[config.mk]
export PLATFORM = sky130hd
export DESIGN_NAME = sha256_stream_hasher_core_flat
export DESIGN_NICKNAME = d
export VERILOG_FILES = /design/src/design/sha256sh_pkg.sv /design/src/design/sha256sh_stream_if.sv /design/src/design/sha256sh_sched.sv /design/src/design/sha256sh_round.sv /design/src/design/sha256sh_ctrl.sv /design/src/design/sha256_stream_hasher_core.sv /design/src/flat_wrapper.sv
export SDC_FILE = /design/constraint.sdc
export NUM_CORES = 2
export LEC_CHECK = 0
export BUFFER_PORTS_ARGS = -buffer_cell sky130_fd_sc_hd__buf_2
export CORE_MARGIN = 10
export CORE_UTILIZATION = 45
export DETAILED_ROUTE_END_ITERATION = 7
export HOLD_SLACK_MARGIN = 0.06
export SLEW_MARGIN = 20
export SYNTH_ARGS = -nofsm -noshare
export SYNTH_HDL_FRONTEND = slang
export SYNTH_SLANG_ARGS = --single-unit
[constraint.sdc]
create_clock -name clk_i -period 42.3 [get_ports clk_i]
set_clock_uncertainty 0.2 [all_clocks]
set_input_delay 4.23 -clock clk_i [delete_from_list [all_inputs] [get_ports clk_i]]
set_output_delay 4.23 -clock clk_i [all_outputs]
set_load 0.02 [all_outputs]
[src/design/sha256sh_pkg.sv]
// Shared types, constants and functions of the SHA-256 stream hasher.
// No dependencies; every other file of the block but the channel interfaces imports it.
package sha256sh_pkg;

  localparam logic [7:0] PAD_MARK = 8'h80;
  localparam logic [5:0] LEN_POS = 6'd56;
  localparam logic [5:0] LAST_BYTE = 6'd63;
  localparam logic [5:0] LAST_ROUND = 6'd63;
  localparam logic [2:0] LAST_WORD = 3'd7;

  // Index 0 holds H0.
  localparam logic [0:7][31:0] INIT_HASH = {
    32'h6a09e667, 32'hbb67ae85, 32'h3c6ef372, 32'ha54ff53a,
    32'h510e527f, 32'h9b05688c, 32'h1f83d9ab, 32'h5be0cd19
  };

  typedef enum logic [2:0] {
    ST_IDLE,
    ST_LOAD,
    ST_ROUND,
    ST_FOLD,
    ST_PAD,
    ST_EMIT
  } state_e;

  typedef enum logic [1:0] {
    SEL_DATA,
    SEL_MARK,
    SEL_ZERO,
    SEL_LEN
  } byte_sel_e;

  typedef struct packed {
    logic      push;
    byte_sel_e byte_sel;
    logic [2:0] len_idx;
    logic      count_inc;
    logic      count_clr;
    logic      load;
    logic      round;
    logic      fold;
    logic      rotate;
    logic      reinit;
    logic [5:0] round_idx;
  } dp_ctl_t;

  function automatic logic [31:0] big_sig0(input logic [31:0] x);
    return {x[1:0], x[31:2]} ^ {x[12:0], x[31:13]} ^ {x[21:0], x[31:22]};
  endfunction

  function automatic logic [31:0] big_sig1(input logic [31:0] x);
    return {x[5:0], x[31:6]} ^ {x[10:0], x[31:11]} ^ {x[24:0], x[31:25]};
  endfunction

  function automatic logic [31:0] small_sig0(input logic [31:0] x);
    return {x[6:0], x[31:7]} ^ {x[17:0], x[31:18]} ^ {3'b000, x[31:3]};
  endfunction

  function automatic logic [31:0] small_sig1(input logic [31:0] x);
    return {x[16:0], x[31:17]} ^ {x[18:0], x[31:19]} ^ {10'b0, x[31:10]};
  endfunction

  function automatic logic [31:0] round_const(input logic [5:0] idx);
    logic [31:0] k;
    unique case (idx)
      6'd0:  k = 32'h428a2f98;  6'd1:  k = 32'h71374491;
      6'd2:  k = 32'hb5c0fbcf;  6'd3:  k = 32'he9b5dba5;
      6'd4:  k = 32'h3956c25b;  6'd5:  k = 32'h59f111f1;
      6'd6:  k = 32'h923f82a4;  6'd7:  k = 32'hab1c5ed5;
      6'd8:  k = 32'hd807aa98;  6'd9:  k = 32'h12835b01;
      6'd10: k = 32'h243185be;  6'd11: k = 32'h550c7dc3;
      6'd12: k = 32'h72be5d74;  6'd13: k = 32'h80deb1fe;
      6'd14: k = 32'h9bdc06a7;  6'd15: k = 32'hc19bf174;
      6'd16: k = 32'he49b69c1;  6'd17: k = 32'hefbe4786;
      6'd18: k = 32'h0fc19dc6;  6'd19: k = 32'h240ca1cc;
      6'd20: k = 32'h2de92c6f;  6'd21: k = 32'h4a7484aa;
      6'd22: k = 32'h5cb0a9dc;  6'd23: k = 32'h76f988da;
      6'd24: k = 32'h983e5152;  6'd25: k = 32'ha831c66d;
      6'd26: k = 32'hb00327c8;  6'd27: k = 32'hbf597fc7;
      6'd28: k = 32'hc6e00bf3;  6'd29: k = 32'hd5a79147;
      6'd30: k = 32'h06ca6351;  6'd31: k = 32'h14292967;
      6'd32: k = 32'h27b70a85;  6'd33: k = 32'h2e1b2138;
      6'd34: k = 32'h4d2c6dfc;  6'd35: k = 32'h53380d13;
      6'd36: k = 32'h650a7354;  6'd37: k = 32'h766a0abb;
      6'd38: k = 32'h81c2c92e;  6'd39: k = 32'h92722c85;
      6'd40: k = 32'ha2bfe8a1;  6'd41: k = 32'ha81a664b;
      6'd42: k = 32'hc24b8b70;  6'd43: k = 32'hc76c51a3;
      6'd44: k = 32'hd192e819;  6'd45: k = 32'hd6990624;
      6'd46: k = 32'hf40e3585;  6'd47: k = 32'h106aa070;
      6'd48: k = 32'h19a4c116;  6'd49: k = 32'h1e376c08;
      6'd50: k = 32'h2748774c;  6'd51: k = 32'h34b0bcb5;
      6'd52: k = 32'h391c0cb3;  6'd53: k = 32'h4ed8aa4a;
      6'd54: k = 32'h5b9cca4f;  6'd55: k = 32'h682e6ff3;
      6'd56: k = 32'h748f82ee;  6'd57: k = 32'h78a5636f;
      6'd58: k = 32'h84c87814;  6'd59: k = 32'h8cc70208;
      6'd60: k = 32'h90befffa;  6'd61: k = 32'ha4506ceb;
      6'd62: k = 32'hbef9a3f7;  6'd63: k = 32'hc67178f2;
      default: k = 32'h0;
    endcase
    return k;
  endfunction

endpackage

[src/design/sha256sh_stream_if.sv]
// Valid/ready channel interfaces for the byte input and the digest output.
// Depends on nothing; used by the top level of the hasher.
interface sha256sh_in_if;
  logic       valid;
  logic       ready;
  logic [7:0] data_byte;
  logic       has_byte;
  logic       msg_end;

  modport source (output valid, output data_byte, output has_byte, output msg_end,
                  input ready);
  modport sink (input valid, input data_byte, input has_byte, input msg_end,
                output ready);
endinterface

interface sha256sh_out_if;
  logic        valid;
  logic        ready;
  logic [31:0] digest_word;
  logic [2:0]  word_index;
  logic        digest_done;

  modport source (output valid, output digest_word, output word_index,
                  output digest_done, input ready);
  modport sink (input valid, input digest_word, input word_index, input digest_done,
                output ready);
endinterface

[src/design/sha256sh_sched.sv]
// Block buffer and message schedule window of the hasher.
// Depends on sha256sh_pkg for the schedule sigma functions.
module sha256sh_sched
  import sha256sh_pkg::*;
(
  input  logic        clk_i,
  input  logic        push_i,
  input  logic [7:0]  byte_i,
  input  logic        round_i,
  output logic [31:0] w_o
);

  // Word k of the window sits at bits 511-32k down; word 0 is W[t] in a round.
  logic [511:0] blk_q, blk_d;
  logic [31:0]  w_next;

  always_comb begin
    w_next = small_sig1(blk_q[511-14*32 -: 32]) + blk_q[511-9*32 -: 32]
           + small_sig0(blk_q[511-1*32 -: 32]) + blk_q[511 -: 32];
    blk_d = blk_q;
    if (push_i) begin
      blk_d = {blk_q[503:0], byte_i};
    end else if (round_i) begin
      blk_d = {blk_q[479:0], w_next};
    end
  end

  always_ff @(posedge clk_i) begin
    blk_q <= blk_d;
  end

  assign w_o = blk_q[511 -: 32];

endmodule

[src/design/sha256sh_round.sv]
// Round unit of the hasher: working variables a..h, chaining state, and the
// shared compression round. Depends on sha256sh_pkg.
module sha256sh_round
  import sha256sh_pkg::*;
(
  input  logic        clk_i,
  input  logic        rst_ni,
  input  dp_ctl_t     ctl_i,
  input  logic [31:0] w_i,
  output logic [31:0] head_word_o
);

  logic [0:7][31:0] vars_q, vars_d;
  logic [0:7][31:0] chain_q, chain_d;
  logic [31:0]      t1, t2;

  always_comb begin
    t1 = vars_q[7] + big_sig1(vars_q[4])
       + ((vars_q[4] & vars_q[5]) ^ (~vars_q[4] & vars_q[6]))
       + round_const(ctl_i.round_idx) + w_i;
    t2 = big_sig0(vars_q[0])
       + ((vars_q[0] & vars_q[1]) ^ (vars_q[0] & vars_q[2]) ^ (vars_q[1] & vars_q[2]));
    vars_d = vars_q;
    if (ctl_i.load) begin
      vars_d = chain_q;
    end else if (ctl_i.round) begin
      vars_d = {t1 + t2, vars_q[0], vars_q[1], vars_q[2],
                vars_q[3] + t1, vars_q[4], vars_q[5], vars_q[6]};
    end
  end

  always_comb begin
    chain_d = chain_q;
    priority if (ctl_i.reinit) begin
      chain_d = INIT_HASH;
    end else if (ctl_i.fold) begin
      for (int i = 0; i < 8; i++) begin
        chain_d[i] = chain_q[i] + vars_q[i];
      end
    end else if (ctl_i.rotate) begin
      // The digest leaves word by word from the head of the chaining state.
      chain_d = {chain_q[1:7], chain_q[0]};
    end
  end

  always_ff @(posedge clk_i) begin
    vars_q <= vars_d;
  end

  always_ff @(posedge clk_i or negedge rst_ni) begin
    if (!rst_ni) begin
      chain_q <= INIT_HASH;
    end else begin
      chain_q <= chain_d;
    end
  end

  assign head_word_o = chain_q[0];

endmodule

[src/design/sha256sh_ctrl.sv]
// Sequencer of the hasher: byte intake, padding, rounds and digest output.
// Depends on sha256sh_pkg for the state and control types.
module sha256sh_ctrl
  import sha256sh_pkg::*;
(
  input  logic       clk_i,
  input  logic       rst_ni,
  input  logic       in_valid_i,
  input  logic       in_has_byte_i,
  input  logic       in_msg_end_i,
  output logic       in_ready_o,
  output logic       out_valid_o,
  input  logic       out_ready_i,
  output logic [2:0] word_index_o,
  output logic       digest_done_o,
  output dp_ctl_t    ctl_o
);

  state_e     state_q, state_d;
  logic [5:0] fill_q, fill_d;
  logic [5:0] round_q, round_d;
  logic [2:0] len_idx_q, len_idx_d;
  logic [2:0] out_idx_q, out_idx_d;
  logic       end_pend_q, end_pend_d;
  logic       mark_q, mark_d;
  logic       len_on_q, len_on_d;
  logic       pad_done_q, pad_done_d;
  logic       accept, push, wrap, out_xfer, last_xfer;
  byte_sel_e  pad_sel;

  assign accept    = (state_q == ST_IDLE) && in_valid_i;
  assign push      = (accept && in_has_byte_i) || (state_q == ST_PAD);
  assign wrap      = push && (fill_q == LAST_BYTE);
  assign out_xfer  = (state_q == ST_EMIT) && out_ready_i;
  assign last_xfer = out_xfer && (out_idx_q == LAST_WORD);

  always_comb begin
    if (!mark_q) begin
      pad_sel = SEL_MARK;
    end else if (!len_on_q && fill_q != LEN_POS) begin
      pad_sel = SEL_ZERO;
    end else begin
      pad_sel = SEL_LEN;
    end
  end

  // Next state.
  always_comb begin
    state_d = state_q;
    unique case (state_q)
      ST_IDLE: begin
        if (accept) begin
          if (in_has_byte_i && wrap) begin
            state_d = ST_LOAD;
          end else if (in_msg_end_i) begin
            state_d = ST_PAD;
          end
        end
      end
      ST_LOAD:  state_d = ST_ROUND;
      ST_ROUND: begin
        if (round_q == LAST_ROUND) begin
          state_d = ST_FOLD;
        end
      end
      ST_FOLD: begin
        if (pad_done_q) begin
          state_d = ST_EMIT;
        end else if (end_pend_q) begin
          state_d = ST_PAD;
        end else begin
          state_d = ST_IDLE;
        end
      end
      ST_PAD: begin
        if (wrap) begin
          state_d = ST_LOAD;
        end
      end
      ST_EMIT: begin
        if (last_xfer) begin
          state_d = ST_IDLE;
        end
      end
      default: state_d = ST_IDLE;
    endcase
  end

  // Outputs and counters.
  always_comb begin
    ctl_o = '0;
    ctl_o.push      = push;
    ctl_o.byte_sel  = (state_q == ST_PAD) ? pad_sel : SEL_DATA;
    ctl_o.len_idx   = len_idx_q;
    ctl_o.count_inc = accept && in_has_byte_i;
    ctl_o.count_clr = last_xfer;
    ctl_o.load      = (state_q == ST_LOAD);
    ctl_o.round     = (state_q == ST_ROUND);
    ctl_o.fold      = (state_q == ST_FOLD);
    ctl_o.rotate    = out_xfer;
    ctl_o.reinit    = last_xfer;
    ctl_o.round_idx = round_q;

    in_ready_o    = (state_q == ST_IDLE);
    out_valid_o   = (state_q == ST_EMIT);
    word_index_o  = out_idx_q;
    digest_done_o = (out_idx_q == LAST_WORD);

    fill_d     = push ? fill_q + 6'd1 : fill_q;
    round_d    = (state_q == ST_ROUND) ? round_q + 6'd1 : 6'd0;
    out_idx_d  = out_xfer ? out_idx_q + 3'd1 : out_idx_q;
    end_pend_d = accept ? in_msg_end_i : end_pend_q;
    mark_d     = mark_q;
    len_on_d   = len_on_q;
    len_idx_d  = len_idx_q;
    pad_done_d = pad_done_q;
    if (state_q == ST_PAD) begin
      mark_d = 1'b1;
      if (pad_sel == SEL_LEN) begin
        len_on_d  = 1'b1;
        len_idx_d = len_idx_q + 3'd1;
        if (len_idx_q == LAST_WORD) begin
          pad_done_d = 1'b1;
        end
      end
    end
    if (last_xfer) begin
      end_pend_d = 1'b0;
      mark_d     = 1'b0;
      len_on_d   = 1'b0;
      len_idx_d  = 3'd0;
      pad_done_d = 1'b0;
    end
  end

  always_ff @(posedge clk_i or negedge rst_ni) begin
    if (!rst_ni) begin
      state_q    <= ST_IDLE;
      fill_q     <= 6'd0;
      round_q    <= 6'd0;
      len_idx_q  <= 3'd0;
      out_idx_q  <= 3'd0;
      end_pend_q <= 1'b0;
      mark_q     <= 1'b0;
      len_on_q   <= 1'b0;
      pad_done_q <= 1'b0;
    end else begin
      state_q    <= state_d;
      fill_q     <= fill_d;
      round_q    <= round_d;
      len_idx_q  <= len_idx_d;
      out_idx_q  <= out_idx_d;
      end_pend_q <= end_pend_d;
      mark_q     <= mark_d;
      len_on_q   <= len_on_d;
      pad_done_q <= pad_done_d;
    end
  end

endmodule

[src/design/sha256_stream_hasher_core.sv]
// Top level of the SHA-256 stream hasher: channels, length counter, byte mux.
// Depends on sha256sh_pkg, the channel interfaces, and the ctrl/sched/round units.
//
//   channel  dir  payload                                  transfer
//   in_i     in   data_byte[8] has_byte[1] msg_end[1]       valid && ready
//   out_o    out  digest_word[32] word_index[3] digest_done valid && ready
//
// The 64th byte of a block starts a compression: a load, 64 rounds on the shared
// round unit and the chaining add. A message end pushes padding at one byte per
// cycle except while a block compresses, compresses one or two blocks,
// then offers the eight digest words, one per output transfer.
// Input ready is low while a block compresses and from a message end until the
// last digest transfer; a stalled output simply holds the current word. Reset is
// asynchronous and restores the initial hash values and an empty message.
module sha256_stream_hasher_core
  import sha256sh_pkg::*;
(
  input  logic clk_i,
  input  logic rst_ni,
  sha256sh_in_if.sink    in_i,
  sha256sh_out_if.source out_o
);

  dp_ctl_t     ctl;
  logic [63:0] bit_count_q, bit_count_d;
  logic [7:0]  push_byte;
  logic [7:0]  len_byte;
  logic [31:0] w_t;

  assign len_byte = bit_count_q[{3'd7 - ctl.len_idx, 3'b000} +: 8];

  always_comb begin
    unique case (ctl.byte_sel)
      SEL_DATA: push_byte = in_i.data_byte;
      SEL_MARK: push_byte = PAD_MARK;
      SEL_ZERO: push_byte = 8'h00;
      SEL_LEN:  push_byte = len_byte;
      default:  push_byte = 8'h00;
    endcase
  end

  always_comb begin
    bit_count_d = bit_count_q;
    if (ctl.count_clr) begin
      bit_count_d = 64'd0;
    end else if (ctl.count_inc) begin
      bit_count_d = bit_count_q + 64'd8;
    end
  end

  always_ff @(posedge clk_i or negedge rst_ni) begin
    if (!rst_ni) begin
      bit_count_q <= 64'd0;
    end else begin
      bit_count_q <= bit_count_d;
    end
  end

  sha256sh_ctrl u_ctrl (
    .clk_i         (clk_i),
    .rst_ni        (rst_ni),
    .in_valid_i    (in_i.valid),
    .in_has_byte_i (in_i.has_byte),
    .in_msg_end_i  (in_i.msg_end),
    .in_ready_o    (in_i.ready),
    .out_valid_o   (out_o.valid),
    .out_ready_i   (out_o.ready),
    .word_index_o  (out_o.word_index),
    .digest_done_o (out_o.digest_done),
    .ctl_o         (ctl)
  );

  sha256sh_sched u_sched (
    .clk_i   (clk_i),
    .push_i  (ctl.push),
    .byte_i  (push_byte),
    .round_i (ctl.round),
    .w_o     (w_t)
  );

  sha256sh_round u_round (
    .clk_i       (clk_i),
    .rst_ni      (rst_ni),
    .ctl_i       (ctl),
    .w_i         (w_t),
    .head_word_o (out_o.digest_word)
  );

endmodule

[src/flat_wrapper.sv]
// flat-port wrapper written by rule: the top's interface ports become plain ports
module sha256_stream_hasher_core_flat import sha256sh_pkg::*;
  (clk_i, rst_ni, in_i_valid, in_i_data_byte, in_i_has_byte, in_i_msg_end, in_i_ready, out_o_valid, out_o_digest_word, out_o_word_index, out_o_digest_done, out_o_ready);
  sha256sh_in_if in_i_i ();
  sha256sh_out_if out_o_i ();
  input  logic clk_i;
  input  logic rst_ni;
  input wire logic [$bits(in_i_i.valid)-1:0] in_i_valid;
  input wire logic [$bits(in_i_i.data_byte)-1:0] in_i_data_byte;
  input wire logic [$bits(in_i_i.has_byte)-1:0] in_i_has_byte;
  input wire logic [$bits(in_i_i.msg_end)-1:0] in_i_msg_end;
  output wire logic [$bits(in_i_i.ready)-1:0] in_i_ready;
  output wire logic [$bits(out_o_i.valid)-1:0] out_o_valid;
  output wire logic [$bits(out_o_i.digest_word)-1:0] out_o_digest_word;
  output wire logic [$bits(out_o_i.word_index)-1:0] out_o_word_index;
  output wire logic [$bits(out_o_i.digest_done)-1:0] out_o_digest_done;
  input wire logic [$bits(out_o_i.ready)-1:0] out_o_ready;
  assign in_i_i.valid = in_i_valid;
  assign in_i_i.data_byte = in_i_data_byte;
  assign in_i_i.has_byte = in_i_has_byte;
  assign in_i_i.msg_end = in_i_msg_end;
  assign in_i_ready = in_i_i.ready;
  assign out_o_valid = out_o_i.valid;
  assign out_o_digest_word = out_o_i.digest_word;
  assign out_o_word_index = out_o_i.word_index;
  assign out_o_digest_done = out_o_i.digest_done;
  assign out_o_i.ready = out_o_ready;
  sha256_stream_hasher_core u_core (.clk_i(clk_i), .rst_ni(rst_ni), .in_i(in_i_i), .out_o(out_o_i));
endmodule
## Word-level counts from Yosys, hierarchy flattened

Memory sizes are Yosys's and may differ from the RTL's.
Index checks and enable logic that the tools add are counted.

| storage, ports and cells | value |
|---|---|
| flip-flop bits (word level) | 1113 |
| latch bits | 0 |
| memory bits (writable) | 0 |
| bits in read-only memories | 2048 |
| output and inout bits | 38 |
| memories kept | 1 |

Memory list:

| name | depth | bits a word | rd ports | clocked after memory_dff | wr ports | line | source |
|---|---|---|---|---|---|---|---|
| (name not given) | 64 | 32 | 1 | 0 | 0 | sha256sh_pkg.sv:65 | `unique case (idx)` |

| cells by class | value |
|---|---|
| $add $sub $neg | 24 |
| multipliers | 0 |
| divide/modulo/power cells | 0 |
| magnitude comparators | 0 |
| equal/unequal tests | 19 |
| shift operators | 1 |
| mux-type cells | 37 |
| bitwise logic cells | 17 |
| reductions and logical operators | 22 |

Operators with widths:

| kind | count |
|---|---|
| 2-to-1 mux 256 bit | 5 |
| 2-to-1 mux 512 bit | 2 |
| adder 32 bit | 18 |
| bitwise XOR 32 bit | 9 |
| bitwise AND 32 bit | 5 |
| 2-to-1 mux 64 bit | 2 |
| adder 64 x 4 -> 64 bit (second input constant) | 1 |
| variable part select 64 x 7 -> 8 bit | 1 |
| 2-to-1 mux 3 bit | 11 |
| NOT 32 bit | 1 |
| case mux 8 bit (4 select lines) | 1 |
| bitwise XOR 32 x 22 -> 32 bit | 1 |
| bitwise XOR 32 x 29 -> 32 bit | 1 |
| case mux 3 bit (6 select lines) | 1 |
| nonzero test 2 bit | 7 |
| adder 6 x 1 -> 6 bit (second input constant) | 2 |
| equality test 3 bit (second input constant) | 4 |
| equality test 6 bit (second input constant) | 2 |
| 2-to-1 mux 1 bit | 12 |
| logical AND 1 bit | 7 |
| adder 3 x 1 -> 3 bit (second input constant) | 2 |
| equality test 2 bit (second input constant) | 3 |
| equality test 3 x 2 -> 1 bit (second input constant) | 2 |
| 2-to-1 mux 6 bit | 1 |
| 16 further kinds | 19 |

## Longest topological paths before layout

| logic depth | value |
|---|---|
| depth in word-level cells | 9 |
| depth in mapped cells | 40 |
| gate-level depth less buffers | 38 |

## Modules after synthesis

A second synthesis with hierarchy kept.

| second synthesis, totals | value |
|---|---|
| cells, all modules | 7347 |
| area total of the unflattened synthesis | 78365.2 µm² |

By module, submodules not included:

| module | instances | cells each | area each (µm²) | seq. area each (µm²) |
|---|---|---|---|---|
| sha256sh_round | 1 | 5128 | 47267.8 | 14263.7 |
| sha256sh_sched | 1 | 1670 | 25883.6 | 15374.7 |
| sha256_stream_hasher_core | 1 | 418 | 3828.7 | 1526.5 |
| sha256sh_ctrl | 1 | 131 | 1385.1 | 625.6 |

## Worst setup path after synthesis

No wires, ideal clock.

| timing path | value |
|---|---|
| kind | input port to flip-flop |
| start | in in_i_has_byte |
| end | reg u_core.u_sched.blk_q[0] (enable) |
| setup time | 3.649 ns |
| arrival time | 13.567 ns |
| path slack | 24.884 ns |
| stages on the path | 6 |
| path buffers | 3 |
| path through | a21oi_1 or3_1 clkbuf_1 clkbuf_1 clkbuf_1 nand2_1 |

| between the ends | value |
|---|---|
| longest elaborated chain between the ends | 3 |

RTL lines:

| what | line | source |
|---|---|---|
| start: declaration | flat_wrapper.sv:10 | `input wire logic [$bits(in_i_i.has_byte)-1:0] in_i_has_byte;` |
| logical AND 1 bit | sha256sh_ctrl.sv:32 | `assign push = (accept && in_has_byte_i) \|\| (state_q == ST_PAD);` |
| logical OR 1 bit | sha256sh_ctrl.sv:32 |  |
| nonzero test 2 bit (no source line) | -- |  |
| end signal: assignment | sha256sh_sched.sv:29 | `blk_q <= blk_d;` |
| end: declaration | sha256sh_sched.sv:14 | `logic [511:0] blk_q, blk_d;` |

No other way between the ends.
A chain may end at the register's enable or synchronous reset.

==> impl_metrics.tcl <==
set metrics [dict create \
    worstSetupStartpointType "flip-flop" \
    crit_required_ns 42.63 \
    dr.max_layer_used "met4" \
    wl_per_cell_um 23.3 \
    antenna_found_initial 2 \
    outcome "complete, no violations" \
    finalSetupTns_ns 0 \
    cap_violations 0 \
    setup_viol 0 \
    yosys-top-cells-area "edfxtp_1 30%, nand2_1 12%, dfrtp_1 6.7%, ha_1 6.5%, fa_1 5.1%" \
    first_global_vias 60302 \
    firstDrtPassIters 6 \
    fin_crit_ns 9.93 \
    end_kind "flip-flop" \
    synth_edf_count 768 \
    crit_top_cell "inv_1" \
    cts.clk_slew.worst_paths_ns 0.06 \
    h-tree-depth 4 \
    design_area_um2 82700 \
    wl_um 249000 \
    synth-seq-cells 1110 \
    syn_inst 8592 \
    met1_length_um 105000 \
    avgViaCountPerCell 5.84 \
    track_usage 0.260 \
    core_region_area_um2 169000 \
    critPathMaxFanout 22 \
    ys.flop_type "edfxtp_1" \
    min_period_over_period 0.235 \
    syn2layout_area_growth_pct 8.21 \
    drive_above_1_share 0.0709 \
    synth_cell_types 107 \
    max_freq_ghz 0.101 \
    layout_setup_ws_ns 32.37 \
    place.port_buffers 51 \
    worst-path-buf-inv 7 \
    seq_area_frac_synth 0.416 \
    r2r_setup_slack_ns 32.37 \
    slew_headroom 0.262 \
    synth_warnings 0 \
    layout_common_cells "2437 x nand2_1, 768 x edfxtp_1, 563 x a21oi_1" \
    worst_pin_slew_ns 1.10 \
    hold_viol 0 \
    die_w_um 432 \
    overflow 0 \
    initial_core_util 0.452 \
    drcViolationCount 0 \
    avgSynthCellArea_um2 8.90 \
    antenna_left 0 \
    cp_top_family "adder cells" \
    clk_latency_ns 0.79 \
    postCtsSetupBuffers 0 \
    hold_class "reg2reg" \
    rsz0062_at_grt "no" \
    drtIter0Drc 6349 \
    ctsLongestPathBuffers 3 \
    yosys.area.top_type "edfxtp_1" \
    placed_area_um2 78200 \
    dr_wl_met2_um 114000 \
    ctsHoldBuffers 0 \
    io_pins 52 \
    slew_viol_final 0 \
    post-place-ws_ns 32.58 \
    dp_hpwl_um 179000 \
    synth_top_area_frac 0.302 \
    die_y_um 432 \
    rows 151 \
    num_vias 62422 \
    synthesis.area_um2 76400 \
    dieArea_um2 187000 \
    critPathKind "reg2reg" \
    slowest_stage "ha_1" \
    route.met3.wl_um 17600 \
    cts_made_buffers 135 \
    gp_congestion 0.969 \
    cts-root-buf "clkbuf_16" \
    final_common_cell "nand2_1" \
    ys_async_sr_fraction 0.308 \
    cts_resized 0 \
    grt_max_degree 221 \
    final_core_util 0.489 \
    fin_nets 8963 \
    cts.sinks 1110 \
    syn_nets 9201 \
    cts_tree "yes" \
    grt_pass1_wl_um 375000 \
    cp_data_arrival_time_ns 10.26 \
    max_stage_delay_ns 0.67 \
]
-- kinds of logic after synthesis --
group	synth area share
and+or+nand+nor	0.186
xor gates and xnor gates	0.0683
muxes	0.0177
AOI/OAI and AO/OA	0.151
DFF	0.416
adders and majority gates	0.117
buffers and inverters	0.0447
-- cell type report --
class	instances	area (um^2)
Fill cell	15894	86400
Multi-Input combinational cell	6605	41300
Sequential cell	1110	31800
Clock buffer	191	3880
Tap cell	2218	2780
Inverter	367	1380
Timing Repair Buffer	135	995
Clock inverter	55	561
Antenna cell	4	10.0
-- worst paths after layout --
kind	endpoint	startpoint	cells after the start
worst min-delay path	u_core.u_ctrl.len_on_q$_DFFE_PN0P_	u_core.u_ctrl.len_on_q$_DFFE_PN0P_	1
worst min register to register	u_core.u_ctrl.len_on_q$_DFFE_PN0P_	u_core.u_ctrl.len_on_q$_DFFE_PN0P_	1
worst max-delay path	u_core.u_round.vars_q[255]$_DFFE_PP_	u_core.u_ctrl.round_q[0]$_DFF_PN0_	36
max in group asynchronous	u_core.u_round.head_word_o[31]$_DFFE_PN0P_	rst_ni	3
worst max register to register	u_core.u_round.vars_q[255]$_DFFE_PP_	u_core.u_ctrl.round_q[0]$_DFF_PN0_	36
min in group asynchronous	u_core.bit_count_q[51]$_DFFE_PN0N_	rst_ni	1
-- through the flow --
step	instances	hold slack, ns
floorplan	8592	0.263
global placement	10434	0.286
detailed placement	10434	0.286
CTS	10680	0.301
global route	10682	0.308
finish	10685	0.300
-- cell usage after synthesis, drive strengths merged, types with 12 or more instances --
cell / number
a211o: 16
a211oi: 66
a21boi: 12
a21o: 204
a21oi: 564
a221oi: 14
a22oi: 45
a31oi: 57
and2: 21
and3: 38
buf: 66
clkbuf: 444
dfrtp: 206
dfstp: 136
edfxtp: 768
fa: 195
ha: 400
inv: 366
mux2: 31
mux2i: 44
mux4: 25
nand2: 2443
nand2b: 69
nand3: 107
nand4: 26
nor2: 490
nor2b: 50
nor3: 100
nor4: 15
o211ai: 33
o21a: 58
o21ai: 501
o21bai: 39
o22a: 22
o22ai: 44
o311ai: 12
o31ai: 27
or2: 19
or3: 46
xnor2: 376
xor2: 220
-- sequential cells by signal (all words and copies together) (netlist names), 6 cells and up --
signal / cells
u_core.u_round.chain_q: 224
u_core.u_ctrl.fill_q: 6
u_core.u_round.head_word_o: 32
u_core.bit_count_q: 61
u_core.u_sched.blk_q: 512
u_core.u_ctrl.round_q: 6
u_core.u_round.vars_q: 256
-- metal layers --
metal  vias to the layer above  global-route usage
li1                      28993                   -
met1                     30580               0.350
met2                      2355               0.417
met3                       494              0.0390
met4                         0               0.112
met5                         -                   0
Power is not shown: default switching activity piles up to over one toggle a cycle in this logic, so the estimate is an artifact.
